File: config.mk
export PLATFORM = sky130hd
export DESIGN_NAME = frt_queue
export DESIGN_NICKNAME = d
export VERILOG_FILES = /design/src/rtl/frt_pkg.sv /design/src/rtl/frt_queue.sv
export SDC_FILE = /design/constraint.sdc
export NUM_CORES = 1
export LEC_CHECK = 0
export ABC_AREA = 0
export BUFFER_PORTS_ARGS = -buffer_cell sky130_fd_sc_hd__buf_2
export CORE_UTILIZATION = 45
export CTS_CLUSTER_DIAMETER = 40
export DETAILED_ROUTE_END_ITERATION = 6
export PLACE_DENSITY = 0.72
export SYNTH_ARGS = -nofsm -noshare
export SYNTH_HDL_FRONTEND = slang
export SYNTH_SLANG_ARGS = --single-unit
File: constraint.sdc
create_clock -name clk -period 14.4 [get_ports clk]
set_clock_uncertainty 0.15 [all_clocks]
set_input_delay 0.72 -clock clk [delete_from_list [all_inputs] [get_ports clk]]
set_output_delay 0.72 -clock clk [all_outputs]
set_load 0.01 [all_outputs]
File: src/rtl/frt_pkg.sv
`timescale 1ns / 1ps
package frt_pkg;
  localparam int FRAME_SLOTS   = 8;
  localparam int MAX_FRAGMENTS = 32;
  localparam int SLOT_W        = (FRAME_SLOTS > 1) ? $clog2(FRAME_SLOTS) : 1;
  localparam int FRAG_W        = (MAX_FRAGMENTS > 1) ? $clog2(MAX_FRAGMENTS) : 1;
  localparam int CNT_W         = $clog2(MAX_FRAGMENTS + 1);
  localparam int ADDR_W        = SLOT_W + FRAG_W;
  localparam int IDX_OUT_W     = 5;
  localparam int IN_TDATA_W    = 168;
  localparam int OUT_TDATA_W   = 184;

  localparam logic REG_TIMEOUT = 1'b0;
  localparam logic REG_KEYMASK = 1'b1;

  typedef struct packed {
    logic [SLOT_W-1:0] slot;
    logic [31:0]       frame_id;
    logic [62:0]       pts;
    logic              key;
    logic [CNT_W-1:0]  count;
    logic [31:0]       drops;
    logic [31:0]       fulls;
  } job_t;

  typedef struct packed {
    logic              vld;
    logic [ADDR_W-1:0] addr;
    logic [15:0]       data;
  } hwr_t;

  typedef struct packed {
    logic              vld;
    logic [SLOT_W-1:0] slot;
  } rel_t;
endpackage

File: src/rtl/frt_queue.sv
`timescale 1ns / 1ps
module frt_queue import frt_pkg::*; (
  input  logic clk,
  input  logic rst_n,
  input  logic push,
  input  job_t push_job,
  output logic full,
  input  logic pop,
  output logic empty,
  output job_t head
);
  job_t     mem_r [2];
  logic     wp_r, rp_r;
  logic [1:0] cnt_r;

  assign full  = (cnt_r == 2'd2);
  assign empty = (cnt_r == 2'd0);
  assign head  = mem_r[rp_r];

  always_ff @(posedge clk) begin
    if (!rst_n) begin
      wp_r  <= 1'b0;
      rp_r  <= 1'b0;
      cnt_r <= 2'd0;
    end else begin
      if (push) begin
        mem_r[wp_r] <= push_job;
        wp_r        <= ~wp_r;
      end
      if (pop) rp_r <= ~rp_r;
      cnt_r <= cnt_r + {1'b0, push} - {1'b0, pop};
    end
  end
endmodule

==> run summary <==
The DRC violation total after the first TritonRoute iteration is 415, and the flip-flop and latch count after synthesis is 343. Synthesis produced a netlist with a net count of 723. The number of pins with negative max-slew slack in the final report is 0, and the count of hold-fix buffers inserted at cts is 0. The data required time of the critical path is 13530 ps. The number of distinct standard cells referenced by the synthesized netlist came out at 15. The initial antenna violation count is 7, and the parity-gate share of the synthesized area counting xor and xnor cells is 0.00312. The number of violations of the max-capacitance limit came out at 0.

Wire length per cell after detailed routing: 18.0 um. The tools report the sink count of the clock tree as 343. The dominant cell type by area after synthesis is edfxtp_1. The tools report the estimated wirelength of the detail-placed design as 15800 um.

After global routing the overflow that remains totals 0. The run gives 6584 as the via count of the first global-routing pass. The tools report the highest clock rate as 263 MHz.

Port buffering added 343 buffers. The run gives 1257 as the number of cells after detailed placement. The cell sitting at the root of the clock tree is a clkbuf_16. The routed design has 24100 um of wire. The final setup violation count was 0; the synthesized instance count was 548. The count of warnings emitted by yosys was 0; the synthesized area was 12800 um^2. Compared with the post-synthesis result, the final layout area differs by 27.3%. Setup repair after global routing left no endpoint under its margin.

STA classifies the critical path startpoint as a flip-flop. The number of vias per cell came out at 4.78. Of all nets on the critical path, the largest fanout is 60.

Across all register-to-register paths, the minimum setup slack is 11180 ps. The tools report the hold violation count in the final report as 0. The fraction of layout cells with a size suffix above 1 is 0.612, and the area of the core is 27900 um^2. The clock-pin slew on the worst setup and hold paths is 60 ps.

The static leakage power came out at 6.29 nW. The run finished with clean final reports. The run gives 10300 um^2 as the area used by sequential logic in the layout.

Yosys attributes the largest share of cell area to edfxtp_1, mux2_4, mux2_2, buf_6, dfxtp_1. The number of setup buffers added after CTS is 0. The ratio of final minimum period to clock period is 0.264, and the total I/O pin count is 344.

The multi-input logic area was 2410 um^2. Critical path start-end classification: reg2out. The arithmetic-cell share of the synthesized area counting full adders, half adders and majority gates was 0.00195. The slowest cell on the critical path is buf_4.

The via count of the routed design was 6400; the synthesized area divided by synthesized cell count was 23.4 um^2. Entering global routing, the biggest net connects 67 pins. The die covers 29200 um^2. Nature of the critical path endpoint: an output port. The number of buffers created by CTS was 43; the delay of the slowest critical-path stage was 920 ps. No sink is reached through more buffers than the 3 on the longest clock path. The logs give 510 ps for the clock latency on the worst-skew pair and 0.293 for the worst slew margin relative to its limit.

The first global-routing pass estimated 35100 um of wire. The post-layout net count is 1099, and the number of routed nets with antenna violations is 0. The finished layout holds 1339 standard cells, fillers aside.

The basic-gate share of the synthesized area counting and, or, nand and nor cells came out at 0.00429. The initial core utilization came out at 0.460. TritonCTS built the clock tree. The run gives 0.160 as the global router's overall resource usage. The share of the synthesized area in compound gates (AO/OA/AOI/OAI) came out at 0.

The run gives 0 as the final routed DRC violation total. After synthesis, the largest family of logic cells by area is multiplexers. The site row count is 61.

The floorplan die height is 171 um. The sequential area share after synthesis is 0.798, and the shortest clock period the worst path allows after layout is 3800 ps. Gates resized during post-CTS repair numbered 0. From left edge to right edge, the die measures 171 um. Cell family with the largest share of critical-path delay: buffers and inverters.

The share of the synthesized area in the top cell type works out to 0.790. The min-delay analysis places its worst path in the category in2reg. At the pin with the least slew margin, the transition time is 1060 ps. Routability-driven placement finished with a final weighted congestion of 0.727.

Data arrives at the worst endpoint at 2930 ps. Traced cell by cell, the critical path runs through buf_4 > mux2_2 > buf_2. The share of synthesized area spent on multiplexers is 0.178, and the peak supply drop is 106 uV. The pre-antenna-repair detailed-routing pass consisted of 4 iterations. The power density over cell area was 148 nW/um^2; the final setup TNS was 0 ps.

Fill cells in the final layout number 2133. The count of buffer and inverter cells on the critical path is 2, and the number of levels the H-tree was split into is 2.
[flip-flops by register name, indices dropped and copies added, names as in the netlist, named ones only]
| name | cells |
|---|---|
| rp_r | 1 |
| cnt_r | 2 |
| wp_r | 1 |
| mem_r | 338 |
[final timing paths]
check / start / end / cells past startpoint
setup / recovery: flip-flop / head[35] / 3
setup reg to reg: wp_r / mem_r[1][59] / 3
hold reg to reg: rp_r / flip-flop / 2
hold / removal: push_job[89] / mem_r[1][89] / 1
[per-stage QoR]
stage | utilization | hold slack, ps | total power (W) | area [um^2] | setup WS [ps]
floorplan | - | 405 | 0.00132 | 12800 | 5680
global placement | 0.534 | 428 | 0.00140 | 14900 | 10660
detailed placement | 0.534 | 414 | 0.00140 | 14900 | 10690
CTS | 0.585 | 211 | 0.00245 | 16300 | 10500
global route | 0.585 | 212 | 0.00251 | 16300 | 10390
finish | 0.585 | 239 | 0.00242 | 16400 | 10600
[layer usage]
| metal | up-vias | GRT usage | wire, um |
|---|---|---|---|
| met5 | - | 0 | 30 |
| met4 | 6 | 0.0582 | 616 |
| met3 | 55 | 0.0583 | 2210 |
| met2 | 275 | 0.279 | 12000 |
| met1 | 3108 | 0.178 | 9320 |
| li1 | 2956 | - | - |
[cells by family (layout without fill, tap and decap cells)]
| family | after synthesis | count (layout) |
|---|---|---|
| flops | 343 | 343 |
| mux | 169 | 169 |
| other cells | 0 | 4 |
| fa+ha+maj | 2 | 2 |
| simple gates | 10 | 10 |
| xor+xnor | 3 | 3 |
| buf+inv | 21 | 430 |
[area by class of cell]
type	instances	area share
Antenna cell	4	0.000612
Clock buffer	55	0.0712
Inverter	2	0.000459
Clock inverter	23	0.0158
Tap cell	378	0.0289
Multi-Input combinational cell	184	0.148
Sequential cell	343	0.627
Timing Repair Buffer	350	0.108
[cells in the mapped netlist, drive strengths merged]
library cell and count:
mux2 169, nor2b 2, nand2 1, nor2 2, dfxtp 5, xor2 2
buf 19, inv 2, and2 4, and3 1, xnor3 1, edfxtp 338
ha 2
[report_power, final]
part / leakage (nW) / total [W] / switching [W] / internal (W)
combinational: 2.47 / 0.000218 / 0.000106 / 0.000112
clock: 0.673 / 0.00104 / 0.000394 / 0.000649
sequential: 3.15 / 0.00116 / 0.0000159 / 0.00114
total: 6.29 / 0.00242 / 0.000516 / 0.00190
[layout by cell type, fill, tap and decap left out]
cell,count
and2_1,4
and3_4,1
buf_2,343
buf_4,7
bufinv_16,4
clkbuf_1,10
clkbuf_16,45
clkinv_1,4
clkinv_2,2
clkinv_4,3
clkinvlp_4,6
dfxtp_1,4
dfxtp_4,1
diode_2,4
edfxtp_1,338
ha_1,2
inv_1,2
inv_6,1
inv_8,3
mux2_2,68
mux2_4,101
nand2_1,1
nor2_1,1
nor2_4,1
nor2b_1,2
xnor3_1,1
xor2_1,2
Power figures use the tool's default switching activity.
