**src/rtl/frt_pkg.sv**
```systemverilog
`timescale 1ns / 1ps
package frt_pkg;
  localparam int FRAME_SLOTS   = 8;
  localparam int MAX_FRAGMENTS = 32;
  localparam int SLOT_W        = (FRAME_SLOTS > 1) ? $clog2(FRAME_SLOTS) : 1;
  localparam int FRAG_W        = (MAX_FRAGMENTS > 1) ? $clog2(MAX_FRAGMENTS) : 1;
  localparam int CNT_W         = $clog2(MAX_FRAGMENTS + 1);
  localparam int ADDR_W        = SLOT_W + FRAG_W;
  localparam int IDX_OUT_W     = 5;
  localparam int IN_TDATA_W    = 168;
  localparam int OUT_TDATA_W   = 184;

  localparam logic REG_TIMEOUT = 1'b0;
  localparam logic REG_KEYMASK = 1'b1;

  typedef struct packed {
    logic [SLOT_W-1:0] slot;
    logic [31:0]       frame_id;
    logic [62:0]       pts;
    logic              key;
    logic [CNT_W-1:0]  count;
    logic [31:0]       drops;
    logic [31:0]       fulls;
  } job_t;

  typedef struct packed {
    logic              vld;
    logic [ADDR_W-1:0] addr;
    logic [15:0]       data;
  } hwr_t;

  typedef struct packed {
    logic              vld;
    logic [SLOT_W-1:0] slot;
  } rel_t;
endpackage

```
**src/rtl/frt_back.sv**
```systemverilog
`timescale 1ns / 1ps
module frt_back import frt_pkg::*; (
  input  logic       clk,
  input  logic       rst_n,
  input  hwr_t       hwr,
  input  logic       q_empty,
  input  job_t       q_head,
  output logic       pop,
  output rel_t       rel,
  output logic       out_valid,
  input  logic       out_ready,
  output logic [31:0] done_frame_id,
  output logic [62:0] done_pts,
  output logic       key_frame,
  output logic [15:0] out_handle,
  output logic [IDX_OUT_W-1:0] out_index,
  output logic       last,
  output logic [31:0] dropped_frames,
  output logic [31:0] full_drops
);
  typedef enum logic [1:0] {B_IDLE, B_READ, B_OUT, B_WAIT} bstate_t;
  bstate_t state_r;

  logic [15:0]      hmem [FRAME_SLOTS*MAX_FRAGMENTS];
  logic [15:0]      rdata_r;
  job_t             job_r;
  logic [CNT_W-1:0] i_r;
  logic             last_r, valid_r;

  assign pop       = (state_r == B_IDLE) && !q_empty;
  assign out_valid = valid_r;
  assign last      = last_r;
  assign rel.vld   = (state_r == B_WAIT) && out_ready && last_r;
  assign rel.slot  = job_r.slot;

  always_ff @(posedge clk) begin
    if (hwr.vld) hmem[hwr.addr] <= hwr.data;
    rdata_r <= hmem[{job_r.slot, i_r[FRAG_W-1:0]}];
  end

  always_ff @(posedge clk) begin
    if (!rst_n) begin
      state_r <= B_IDLE;
      valid_r <= 1'b0;
    end else begin
      unique case (state_r)
        B_IDLE: begin
          if (!q_empty) begin
            job_r   <= q_head;
            i_r     <= '0;
            state_r <= B_READ;
          end
        end
        B_READ: state_r <= B_OUT;
        B_OUT: begin
          done_frame_id  <= job_r.frame_id;
          done_pts       <= job_r.pts;
          key_frame      <= job_r.key;
          out_handle     <= rdata_r;
          out_index      <= IDX_OUT_W'(i_r);
          last_r         <= (i_r + CNT_W'(1)) == job_r.count;
          dropped_frames <= job_r.drops;
          full_drops     <= job_r.fulls;
          valid_r        <= 1'b1;
          state_r        <= B_WAIT;
        end
        B_WAIT: begin
          if (out_ready) begin
            valid_r <= 1'b0;
            i_r     <= i_r + CNT_W'(1);
            state_r <= last_r ? B_IDLE : B_READ;
          end
        end
        default: state_r <= B_IDLE;
      endcase
    end
  end
endmodule

```
**config.mk**
```make
export PLATFORM = sky130hd
export DESIGN_NAME = frt_back
export DESIGN_NICKNAME = d
export VERILOG_FILES = /design/src/rtl/frt_pkg.sv /design/src/rtl/frt_back.sv
export SDC_FILE = /design/constraint.sdc
export NUM_CORES = 2
export LEC_CHECK = 0
export ABC_AREA = 0
export BUFFER_PORTS_ARGS = -buffer_cell sky130_fd_sc_hd__buf_2
export CORE_MARGIN = 2
export CORE_UTILIZATION = 35
export DETAILED_ROUTE_END_ITERATION = 8
export GPL_ROUTABILITY_DRIVEN = 0
export PLACE_DENSITY = 0.53
export SETUP_SLACK_MARGIN = 0.5
export SLEW_MARGIN = 25
export SYNTH_ARGS = -nofsm -noshare
export SYNTH_HDL_FRONTEND = slang
export SYNTH_SLANG_ARGS = --single-unit
```
**constraint.sdc**
```tcl
create_clock -name clk -period 8.89 [get_ports clk]
set_input_delay 2.2225 -clock clk [delete_from_list [all_inputs] [get_ports clk]]
set_output_delay 2.2225 -clock clk [all_outputs]
set_load 0.02 [all_outputs]
```
==> run metrics <==
die width around 700 um; # DRC 0; via count between 80000 and 90000; hold slack 0.398 ns; Core Footprint between 400000 and 500000 um^2; critical path required time between 9 and 10 ns; worst setup path end rdata_r[9]$_DFF_P_; Die Area a little under 500000 um^2; Max-cap violations 0; sum of buffers and inverters on the critical path 2; Layout Skew 0.118 ns; Slew Limit Fails 0; Die Y between 700 and 800 um; initial core utilization a little over a third; Leak 61.6 nW; synthesized flop and latch total approximately 4500; CTS tree yes; final core occ between 40% and 50%; post-synth top area share 78.3%; largest net degree at the start of global routing approximately 160; Yosys cell types 70; row cnt around 260; status finished, final reports clean; CP cell instances buf_12, or2_4, buf_12, o22ai_1, nor2_1, a21oi_1, o22ai_1, nor4_2, nor4b_2; most numerous cell in the Yosys netlist edfxtp_1; Worst R2R End rdata_r[9]$_DFF_P_; DR pass1 iterations 6; Final TNS setup 0 ns; Slew HR between 20 and 25%; Area Growth Syn to Fin 14.7%; max incr delay on CP approximately 0.90 ns; H-tree depth 5; Num CTS Buffers ~450; cell internal pwr about 38 mW; initial antenna violation count just under 50; ys async rst share 0%; worst skew pair latency roughly 1.1 ns; CP max FO 124; post-synth top area cell edfxtp_1; classification of the worst setup path register to register; post-synth net total roughly 8000; Post-Syn Area approximately 170000 um^2; Setup Fix Bufs, Post-CTS 0; post-synthesis sequential area ratio roughly 79%; Reg power frac around 46%; Main synth FF type edfxtp_1; GRT Total Usage between 10% and 20%; crit-path leading delay family simple AND/OR/NAND/NOR gates; Sw Ratio a little over a quarter; global-route wire length before repair ~660000 um; pre-CTS setup slack roughly 3.3 ns; Max Buffers Root-to-Sink 4; Crit path arrival time a little over 6 ns; Final Cycle Share 58.7%; vias in the first global route between 80000 and 90000; Synth Warn # 0; Mapped Cells between 7000 and 8000; final WL 482000 um; CTS Sinks ~4500; worst r2r src i_r[1]$_SDFFCE_PP0P_; # fillers between 40000 and 50000; Synth area leaders edfxtp_1 (78%), mux4_2 (9.9%), mux2i_1 (3.9%), o221ai_1 (1.0%), o22ai_1 (0.81%); # IOs ~390; vias per std cell 5.42; Reg clk slew, reported paths about 0.060 ns; CP Capture Type register; CP max-delay cell nor4_2; worst hold path class register to register; CTS Hold Bufs 0; Setup-failing EPs final 0; Gate power share around 17%; Max Freq about 0.19 GHz; launch point of the critical path i_r[1]$_SDFFCE_PP0P_; PortBufs slightly below 400; Slew @ Worst Pin 1.18 ns; top cells by count, synth edfxtp_1 (4453), mux4_2 (750), mux2i_1 (663), nor2_1 (330), o22ai_1 (222); worst IR drop on VDD ~0.20 mV; Root Buffer clkbuf_16; Final Hold Fails 0; Routed Antenna Nets 0; final net count 8704; worst setup margin between 3 and 4 ns; Clock Power Share 36.9%; pwr dens about 260 nW/um^2; Mapped Avg Cell Area ~22 um^2; R2R depth 9; startpoint types register; GRT overflow 0; Crit. path cell count 9; Post-DP HPWL roughly 290000 um; share of post-route cells with drive strength above 1 approximately a quarter; min cycle time layout approximately 5.2 ns; RSZ-0062 raised after global routing false; post-cts resize count 0; DRT iter0 DRCs 9847; Sw Pwr 13.9 mW; Post-synth EDFFs 4453; wire length per cell 31.4 um; flop2flop setup slack ~3.7 ns
## cells by family after synthesis
group           count (synthesis)  synth area share, %
fa+ha+maj                       5               0.0366
xor+xnor                       10               0.0513
flops                        4472                 78.6
compound gates                680                 2.82
mux                          1475                 14.6
buf+inv                       463                 1.98
simple gates                  697                 1.91
## worst reg2reg max path: cells and delay by family (launching register included)
family	cells	cell delay [ns]
flops	1	0.70
buf+inv	2	0.79
compound gates	3	1.74
simple gates	4	1.90
## worst min path at each step
| stage | cells after the start | startpoint | to |
|---|---|---|---|
| global route | 0 | job_r[146]$_DFFE_PP_ | done_frame_id[12]$_DFFE_PP_ |
| global placement | 0 | rdata_r[2]$_DFF_P_ | out_handle[2]$_DFFE_PP_ |
| floorplan | 0 | rdata_r[0]$_DFF_P_ | out_handle[0]$_DFFE_PP_ |
| finish | 0 | job_r[57]$_DFFE_PP_ | dropped_frames[25]$_DFFE_PP_ |
| CTS | 0 | job_r[146]$_DFFE_PP_ | done_frame_id[12]$_DFFE_PP_ |
| detailed placement | 0 | rdata_r[2]$_DFF_P_ | out_handle[2]$_DFFE_PP_ |
## metrics by stage
stage               std cells  total power [mW]  area (um^2)
floorplan                7802              29.8       171000
global placement        14500              33.0       181000
detailed placement      14500              33.1       181000
CTS                     15300              52.0       196000
global route            15300              53.1       196000
finish                  15300              51.5       196000
## area by class of cell
class	instances	area, um^2	share of cell area [%]
clock inverters	292	3080	1.57
well taps	6450	8070	4.12
clock buffers	542	11700	5.98
flip-flops and latches	4472	134000	68.5
multi-input cells	2867	33700	17.2
repair buffers	699	5000	2.55
diodes	17	42.5	0.0217
inverters	9	37.5	0.0192
## layout by cell type, fill, tap and decap left out, drive strengths merged, types with 4 or more instances in the layout
cell	count
a2111oi	15
a211oi	19
a21oi	134
a221oi	5
a22o	22
a22oi	10
a31oi	4
and2	7
buf	699
bufinv	50
clkbuf	542
clkinv	216
clkinvlp	14
dfxtp	19
diode	17
edfxtp	4453
ha	5
inv	21
mux2	11
mux2i	663
mux4	801
nand2	38
nand2b	14
nand3	40
nand4	13
nor2	330
nor2b	16
nor3	166
nor4	41
o21ai	20
o221ai	204
o22ai	229
or3	6
or4	10
xnor2	7
## registers in the layout, indices dropped and copies added (netlist names), 16 cells and up
register,count
out_handle,16
hmem,4096
done_frame_id,32
job_r,166
rdata_r,16
dropped_frames,32
full_drops,32
done_pts,63
## layer usage
metal | vias to the layer above | track usage (%) | wire [um]
met5 | - | 0 | 132
met4 | 22 | 6.18 | 16700
met3 | 711 | 3.16 | 35700
met2 | 3618 | 30.9 | 230000
met1 | 44400 | 26.1 | 200000
li1 | 34500 | - | -
## power groups by stage
stage          combinational [mW]  sequential [mW]  clock (mW)
3_3_place_gp                 8.74             24.3           0
2_1_floorplan                5.53             24.3           0
4_1_cts                      8.81             23.8        19.4
3_5_place_dp                 8.79             24.3           0
5_1_grt                      9.11             23.8        20.2
6_report                     8.72             23.8        19.0
Note: power is estimated with default switching activity, not from simulation.
