`src/rtl/frt_pkg.sv`:
```
`timescale 1ns / 1ps
package frt_pkg;
  localparam int FRAME_SLOTS   = 8;
  localparam int MAX_FRAGMENTS = 32;
  localparam int SLOT_W        = (FRAME_SLOTS > 1) ? $clog2(FRAME_SLOTS) : 1;
  localparam int FRAG_W        = (MAX_FRAGMENTS > 1) ? $clog2(MAX_FRAGMENTS) : 1;
  localparam int CNT_W         = $clog2(MAX_FRAGMENTS + 1);
  localparam int ADDR_W        = SLOT_W + FRAG_W;
  localparam int IDX_OUT_W     = 5;
  localparam int IN_TDATA_W    = 168;
  localparam int OUT_TDATA_W   = 184;

  localparam logic REG_TIMEOUT = 1'b0;
  localparam logic REG_KEYMASK = 1'b1;

  typedef struct packed {
    logic [SLOT_W-1:0] slot;
    logic [31:0]       frame_id;
    logic [62:0]       pts;
    logic              key;
    logic [CNT_W-1:0]  count;
    logic [31:0]       drops;
    logic [31:0]       fulls;
  } job_t;

  typedef struct packed {
    logic              vld;
    logic [ADDR_W-1:0] addr;
    logic [15:0]       data;
  } hwr_t;

  typedef struct packed {
    logic              vld;
    logic [SLOT_W-1:0] slot;
  } rel_t;
endpackage

```
`src/rtl/frt_front.sv`:
```
`timescale 1ns / 1ps
module frt_front import frt_pkg::*; (
  input  logic             clk,
  input  logic             rst_n,
  input  logic             in_valid,
  output logic             in_ready,
  input  logic [1:0]       kind,
  input  logic [31:0]      frame_id,
  input  logic [62:0]      pts,
  input  logic [7:0]       packet_count,
  input  logic [7:0]       packet_index,
  input  logic [7:0]       flags,
  input  logic [15:0]      fragment_handle,
  input  logic [31:0]      now_time,
  input  logic [15:0]      timeout_ms,
  input  logic [7:0]       keyframe_flag_mask,
  output hwr_t             hwr,
  output logic             push,
  output job_t             push_job,
  input  logic             q_full,
  input  rel_t             rel,
  output logic [FRAME_SLOTS-1:0] lock
);
  typedef enum logic [1:0] {F_IDLE, F_SCAN, F_LOOK, F_APPLY} fstate_t;
  fstate_t state_r;

  logic [1:0]  kind_r;
  logic [31:0] fid_r, now_r;
  logic [62:0] pts_r;
  logic [7:0]  cnt_r, idx_r, flags_r;
  logic [15:0] handle_r;

  logic [FRAME_SLOTS-1:0] valid_r, lock_r;
  logic [31:0]        s_fid_r     [FRAME_SLOTS];
  logic [62:0]        s_pts_r     [FRAME_SLOTS];
  logic [CNT_W-1:0]   s_count_r   [FRAME_SLOTS];
  logic [CNT_W-1:0]   s_rec_r     [FRAME_SLOTS];
  logic               s_key_r     [FRAME_SLOTS];
  logic [31:0]        s_created_r [FRAME_SLOTS];
  logic [MAX_FRAGMENTS-1:0] s_bm_r [FRAME_SLOTS];
  logic [31:0] drops_r, fulls_r;
  logic [SLOT_W-1:0] tgt_r;
  logic              is_new_r;

  logic [FRAME_SLOTS-1:0] stale;
  logic [32:0]            drop_sum;
  logic                   pkt_ok, hit_any, free_any;
  logic [SLOT_W-1:0]      hit_slot, free_slot;
  logic [CNT_W-1:0]       cur_count, cur_rec, rec_nxt;
  logic [MAX_FRAGMENTS-1:0] cur_bm;
  logic [FRAG_W-1:0]      idx_n;
  logic                   cnt_match, newbit, complete, go;

  assign in_ready = (state_r == F_IDLE);
  assign lock     = lock_r;
  assign idx_n    = idx_r[FRAG_W-1:0];

  always_comb begin
    drop_sum = {1'b0, drops_r};
    for (int s = 0; s < FRAME_SLOTS; s++) begin
      stale[s] = valid_r[s] && ((now_r - s_created_r[s]) > {16'd0, timeout_ms});
      drop_sum = drop_sum + {32'd0, stale[s]};
    end
  end

  always_comb begin
    pkt_ok = (kind_r == 2'd0) && (cnt_r != 8'd0) && (idx_r < cnt_r)
             && ({24'd0, cnt_r} <= 32'(MAX_FRAGMENTS));
    hit_any = 1'b0; hit_slot = '0; free_any = 1'b0; free_slot = '0;
    for (int s = FRAME_SLOTS - 1; s >= 0; s--) begin
      if (valid_r[s] && s_fid_r[s] == fid_r) begin
        hit_any = 1'b1; hit_slot = SLOT_W'(s);
      end
      if (!valid_r[s]) begin
        free_any = 1'b1; free_slot = SLOT_W'(s);
      end
    end
  end

  always_comb begin
    cur_count = is_new_r ? cnt_r[CNT_W-1:0] : s_count_r[tgt_r];
    cur_rec   = is_new_r ? '0 : s_rec_r[tgt_r];
    cur_bm    = is_new_r ? '0 : s_bm_r[tgt_r];
    cnt_match = ({{(8-CNT_W){1'b0}}, cur_count} == cnt_r);
    newbit    = !cur_bm[idx_n];
    rec_nxt   = cur_rec + {{(CNT_W-1){1'b0}}, newbit};
    complete  = cnt_match && ({{(8-CNT_W){1'b0}}, rec_nxt} == cnt_r);
    go        = !(is_new_r && lock_r[tgt_r]) && !(complete && q_full);
  end

  assign push = (state_r == F_APPLY) && go && complete;
  always_comb begin
    push_job.slot     = tgt_r;
    push_job.frame_id = is_new_r ? fid_r : s_fid_r[tgt_r];
    push_job.pts      = is_new_r ? pts_r : s_pts_r[tgt_r];
    push_job.key      = is_new_r ? ((flags_r & keyframe_flag_mask) != 8'd0) : s_key_r[tgt_r];
    push_job.count    = cur_count;
    push_job.drops    = drops_r;
    push_job.fulls    = fulls_r;
    hwr.vld  = (state_r == F_APPLY) && go && cnt_match && newbit;
    hwr.addr = {tgt_r, idx_n};
    hwr.data = handle_r;
  end

  always_ff @(posedge clk) begin
    if (!rst_n) begin
      state_r <= F_IDLE;
      valid_r <= '0;
      lock_r  <= '0;
      drops_r <= '0;
      fulls_r <= '0;
    end else begin
      if (rel.vld) lock_r[rel.slot] <= 1'b0;
      unique case (state_r)
        F_IDLE: begin
          if (in_valid) begin
            kind_r <= kind; fid_r <= frame_id; pts_r <= pts; cnt_r <= packet_count;
            idx_r <= packet_index; flags_r <= flags; handle_r <= fragment_handle;
            now_r <= now_time;
            state_r <= F_SCAN;
          end
        end
        F_SCAN: begin
          valid_r <= valid_r & ~stale;
          drops_r <= drop_sum[32] ? 32'hFFFF_FFFF : drop_sum[31:0];
          state_r <= F_LOOK;
        end
        F_LOOK: begin
          tgt_r    <= hit_any ? hit_slot : free_slot;
          is_new_r <= !hit_any;
          if (pkt_ok && (hit_any || free_any)) begin
            state_r <= F_APPLY;
          end else begin
            if (pkt_ok && fulls_r != 32'hFFFF_FFFF) fulls_r <= fulls_r + 32'd1;
            state_r <= F_IDLE;
          end
        end
        F_APPLY: begin
          if (go) begin
            if (is_new_r) begin
              valid_r[tgt_r]     <= 1'b1;
              s_fid_r[tgt_r]     <= fid_r;
              s_pts_r[tgt_r]     <= pts_r;
              s_count_r[tgt_r]   <= cnt_r[CNT_W-1:0];
              s_key_r[tgt_r]     <= (flags_r & keyframe_flag_mask) != 8'd0;
              s_created_r[tgt_r] <= now_r;
            end
            if (cnt_match) begin
              s_rec_r[tgt_r] <= rec_nxt;
              s_bm_r[tgt_r]  <= cur_bm | (MAX_FRAGMENTS'(1) << idx_n);
            end
            if (complete) begin
              valid_r[tgt_r] <= 1'b0;
              lock_r[tgt_r]  <= 1'b1;
            end
            state_r <= F_IDLE;
          end
        end
        default: state_r <= F_IDLE;
      endcase
    end
  end
endmodule

```
`config.mk`:
```
export PLATFORM = sky130hd
export DESIGN_NAME = frt_front
export DESIGN_NICKNAME = d
export VERILOG_FILES = /design/src/rtl/frt_pkg.sv /design/src/rtl/frt_front.sv
export SDC_FILE = /design/constraint.sdc
export NUM_CORES = 2
export LEC_CHECK = 0
export BUFFER_PORTS_ARGS = -buffer_cell sky130_fd_sc_hd__buf_4
export CORE_MARGIN = 3
export CORE_UTILIZATION = 40
export DETAILED_ROUTE_END_ITERATION = 10
export PLACE_DENSITY = 0.65
export SYNTH_ARGS = -nofsm -noshare
export SYNTH_HDL_FRONTEND = slang
export SYNTH_SLANG_ARGS = --single-unit
```
`constraint.sdc`:
```
create_clock -name clk -period 18.9 [get_ports clk]
set_input_delay 3.78 -clock clk [delete_from_list [all_inputs] [get_ports clk]]
set_output_delay 3.78 -clock clk [all_outputs]
set_load 0.02 [all_outputs]
```
==> run_results.csv <==
group,metric,value,unit
pwr,vdd.ir_drop.worst,0.000104,V
global_routing,grt.overflow.total,0,
cells_and_area,most-common-layout-cells,"edfxtp_1, buf_4, ha_1",
critical_path,worstSetupEndpointType,"output pin",
sta,worst_pin_slew,1.36,ns
global_routing,maximum_number_of_pins_on_one_net_before_global_route_repair,193,
cells_and_area,instances_no_fill,9295,
synthesis,synth-async-reset-ratio,0,%
synthesis,synthDominantCellAreaShare,56.6,%
detailed_routing,first_pass_iters,6,
synthesis,syn-cell-area,0.0821,mm2
critical_path,critical_path.max_fanout,61,
pwr,power.density,84.8,mW/mm2
pwr,netSwitchingFraction,23.3,%
sta,final_min_period_over_clock_period,59.8,%
sta,timing.final.hold_violations,0,
cells_and_area,finish.utilization,46.3,%
place,dpl.cell_count,8970,
sta,finalClockSkew,0.0882,ns
synthesis,synthesis.area_per_instance,13.7,um2
synthesis,synthCells,6014,
place,gp_congestion,0.905,
detailed_routing,drt-vias-per-instance,5.65,
global_routing,grt_pass1_vias,52500,
sta,maxSlewHeadroom,9.31,%
global_routing,wire_length_of_the_first_global_routing_pass,331000,um
detailed_routing,via_count,52500,
pwr,power.share.combinational,7.2,%
synthesis,netlist.top_cell.by_area,"edfxtp_1",
detailed_routing,post-route-drc-count,0,
synthesis,synth_nets,6620,
run_status,outcome,"finished, final reports clean",
global_routing,globalRouteTotalUtil,20.6,%
critical_path,worst-endpoint-required,15.12,ns
cts,htree_num_levels,4,
cts,cts_hold_buffers,0,
pwr,intPower,6.12,mW
detailed_routing,first_iteration_detailed_routing_drc_count,4489,
cells_and_area,leading_cell_type_in_the_layout_fill_and_taps_excluded,"edfxtp_1",
synthesis,synth_seq_cells,1634,
pwr,power.clock.fraction,42.5,%
die,ioPinCount,405,
cts,tritoncts_num_sinks,1634,
detailed_routing,wirelength_routed,222000,um
synthesis,ys_types,95,
die,core-area,0.203,mm2
die,floorplan.die.width,459,um
place,dp.final_hpwl,148000,um
sta,setup_violations,0,
cts,clk-insertion-delay-late,0.85,ns
critical_path,crit_type,"reg -> out",
sta,finalSetupTns,0,ns
critical_path,timing.critical_path.arrival,7.53,ns
die,die_area,0.211,mm2
die,floorplan.initialDensity,40.4,%
cts,cts.root.buffer_cell,"clkbuf_16",
detailed_routing,wl_per_instance,23.8,um
sta,rsz0062_at_grt,"false",
cells_and_area,fraction_of_layout_instances_using_a_drive_strength_above_1,16.6,%
synthesis,synth_sequential_area_ratio,58.7,%
die,chipHeight,459,um
die,core.rowCount,165,
cts,postCtsResizedCells,0,
critical_path,crit_path_start_kind,"flop",
global_routing,antenna_violations_before_repair,23,
pwr,power.share.sequential,50.3,%
place,numPortBuffers,404,
detailed_routing,antenna_left,0,
sta,report.final.slew_viol_count,0,
synthesis,number_of_synthesized_flops_with_an_enable_pin,1549,
cts,cts_tree,"built",
flow_run,timing.max_cap.violations,0,
synthesis,synth_area_leaders,"edfxtp_1, mux4_2, ha_1, xnor2_1, xor2_1",
pwr,fin_total_pwr,7.97,mW
sta,finalWorstPathRequiredPeriod,11.31,ns
synthesis,synth_ff_type,"edfxtp_1",
pwr,cellLeakagePower,34.6,nW
cts,cts-buffers-inserted,175,
sta,maximum_clock_rate,88.5,MHz
pwr,total_switching_power,1.86,mW
cells_and_area,fin_nets,7081,
synthesis,synth-warning-count,0,
cts,number_of_buffers_on_the_longest_clock_path,3,
cts,post-cts-setup-buffer-count,0,
cells_and_area,flow.area_growth_from_synthesis,14.6,%
cts,cts.clk_slew.worst_paths,0.06,ns
worst_hold_path,hold_path_class,"reg -> reg",
sta,hold_slack,0.501,ns
registers in the layout (all words and copies together) (netlist names), 48 cells and up, named ones only:
name         count
pts_r           63
s_bm_r         256
s_fid_r        256
s_count_r       48
s_pts_r        504
s_created_r    256
s_rec_r         48
cells by family (layout without fill, tap and decap cells):
logic type | after synthesis | after routing | share of synthesized area [%]
DFF | 1634 | 1634 | 58.7
and+or+nand+nor | 1276 | 1276 | 7.70
AOI/OAI and AO/OA | 1197 | 1197 | 9.34
buffers and inverters | 585 | 1188 | 2.97
xor gates and xnor gates | 478 | 478 | 5.12
muxes | 439 | 439 | 9.86
adders and majority gates | 405 | 405 | 6.29
other | 0 | 6 | 0
power by group through the flow:
stage               clock, mW  combinational [mW]  sequential, mW
global placement            0               0.565            4.08
CTS                      3.46               0.574            4.01
finish                   3.39               0.574            4.01
detailed placement          0               0.571            4.09
global route             3.61               0.628            4.01
floorplan                   0               0.368            4.07
layer usage:
layer | vias up | GRT usage [%] | share of wire (%)
met1 | 26300 | 27.2 | 42
met2 | 1769 | 33.9 | 48
met5 | - | 0 | 0.10
li1 | 24000 | - | -
met3 | 366 | 4.33 | 6.8
met4 | 30 | 7.13 | 3.5
worst max-delay path, cell delays in order (launching register included):
cell     delay, ns
dfxtp_4       0.87
buf_4         0.87
mux4_2        0.41
mux2i_1       0.24
nor2_1        0.06
mux4_2        0.55
mux4_2        0.47
mux2i_1       0.35
ha_1          0.25
nor4b_2       0.27
nand3_1       0.13
xnor2_1       0.55
xnor2_1       0.21
nor4b_4       0.63
nor3b_4       0.53
buf_4         0.24
final timing paths:
path / startpoint / end / slack (ns) / cells after the start
setup reg to reg: now_r[0]$_DFFE_PP_ / drops_r[21]$_SDFFE_PN0P_ / 8.41 / 28
setup / recovery: flop / push / 7.59 / 15
hold / removal: lock[0]$_SDFF_PN0_ / lock[0]$_SDFF_PN0_ / 0.50 / 2
hold reg to reg: lock[0]$_SDFF_PN0_ / lock[0]$_SDFF_PN0_ / 0.50 / 2
synth_stat cells, types with 15 or more instances:
master     number
nor2_1        269
buf_1          46
nand2b_1       64
inv_1         365
a22oi_1        22
mux4_2        268
o21a_1         55
o31ai_1        19
buf_2          19
edfxtp_1     1549
dfxtp_1        85
nor4_1         46
a211oi_1       31
or3_1          20
o21bai_1       43
o21ai_0       278
nand3_1       116
o22ai_1        15
nor3_1         68
mux2i_1       142
clkbuf_1      105
ha_1          392
o211ai_1       26
xor2_1        197
nand2_1       367
nand4_1       108
a31oi_1        34
mux4_1         20
and2_1         34
a21o_1        137
xnor2_1       279
buf_4          44
a21oi_1       341
and3_1         55
or2_2          19
a2111oi_0      19
o2111ai_1      16
nor2b_1        45
stage by stage:
| step | setup slack, ns | area, um2 |
|---|---|---|
| 2_1_floorplan | 0.465 | 82100 |
| 3_3_place_gp | 7.27 | 88300 |
| 3_5_place_dp | 7.20 | 88300 |
| 4_1_cts | 7.56 | 94100 |
| 5_1_grt | 7.19 | 94100 |
| 6_report | 7.59 | 94100 |
layout make-up:
cell class                      count  area [um2]
Fill cell                       18000      109000
Sequential cell                  1634       48200
Multi-Input combinational cell   3795       31600
Clock buffer                      207        4500
Timing Repair Buffer              503        3810
Tap cell                         2672        3340
Inverter                          366        1370
Clock inverter                    112        1220
Antenna cell                        6        15.0
(Power assumes the default switching activity.)
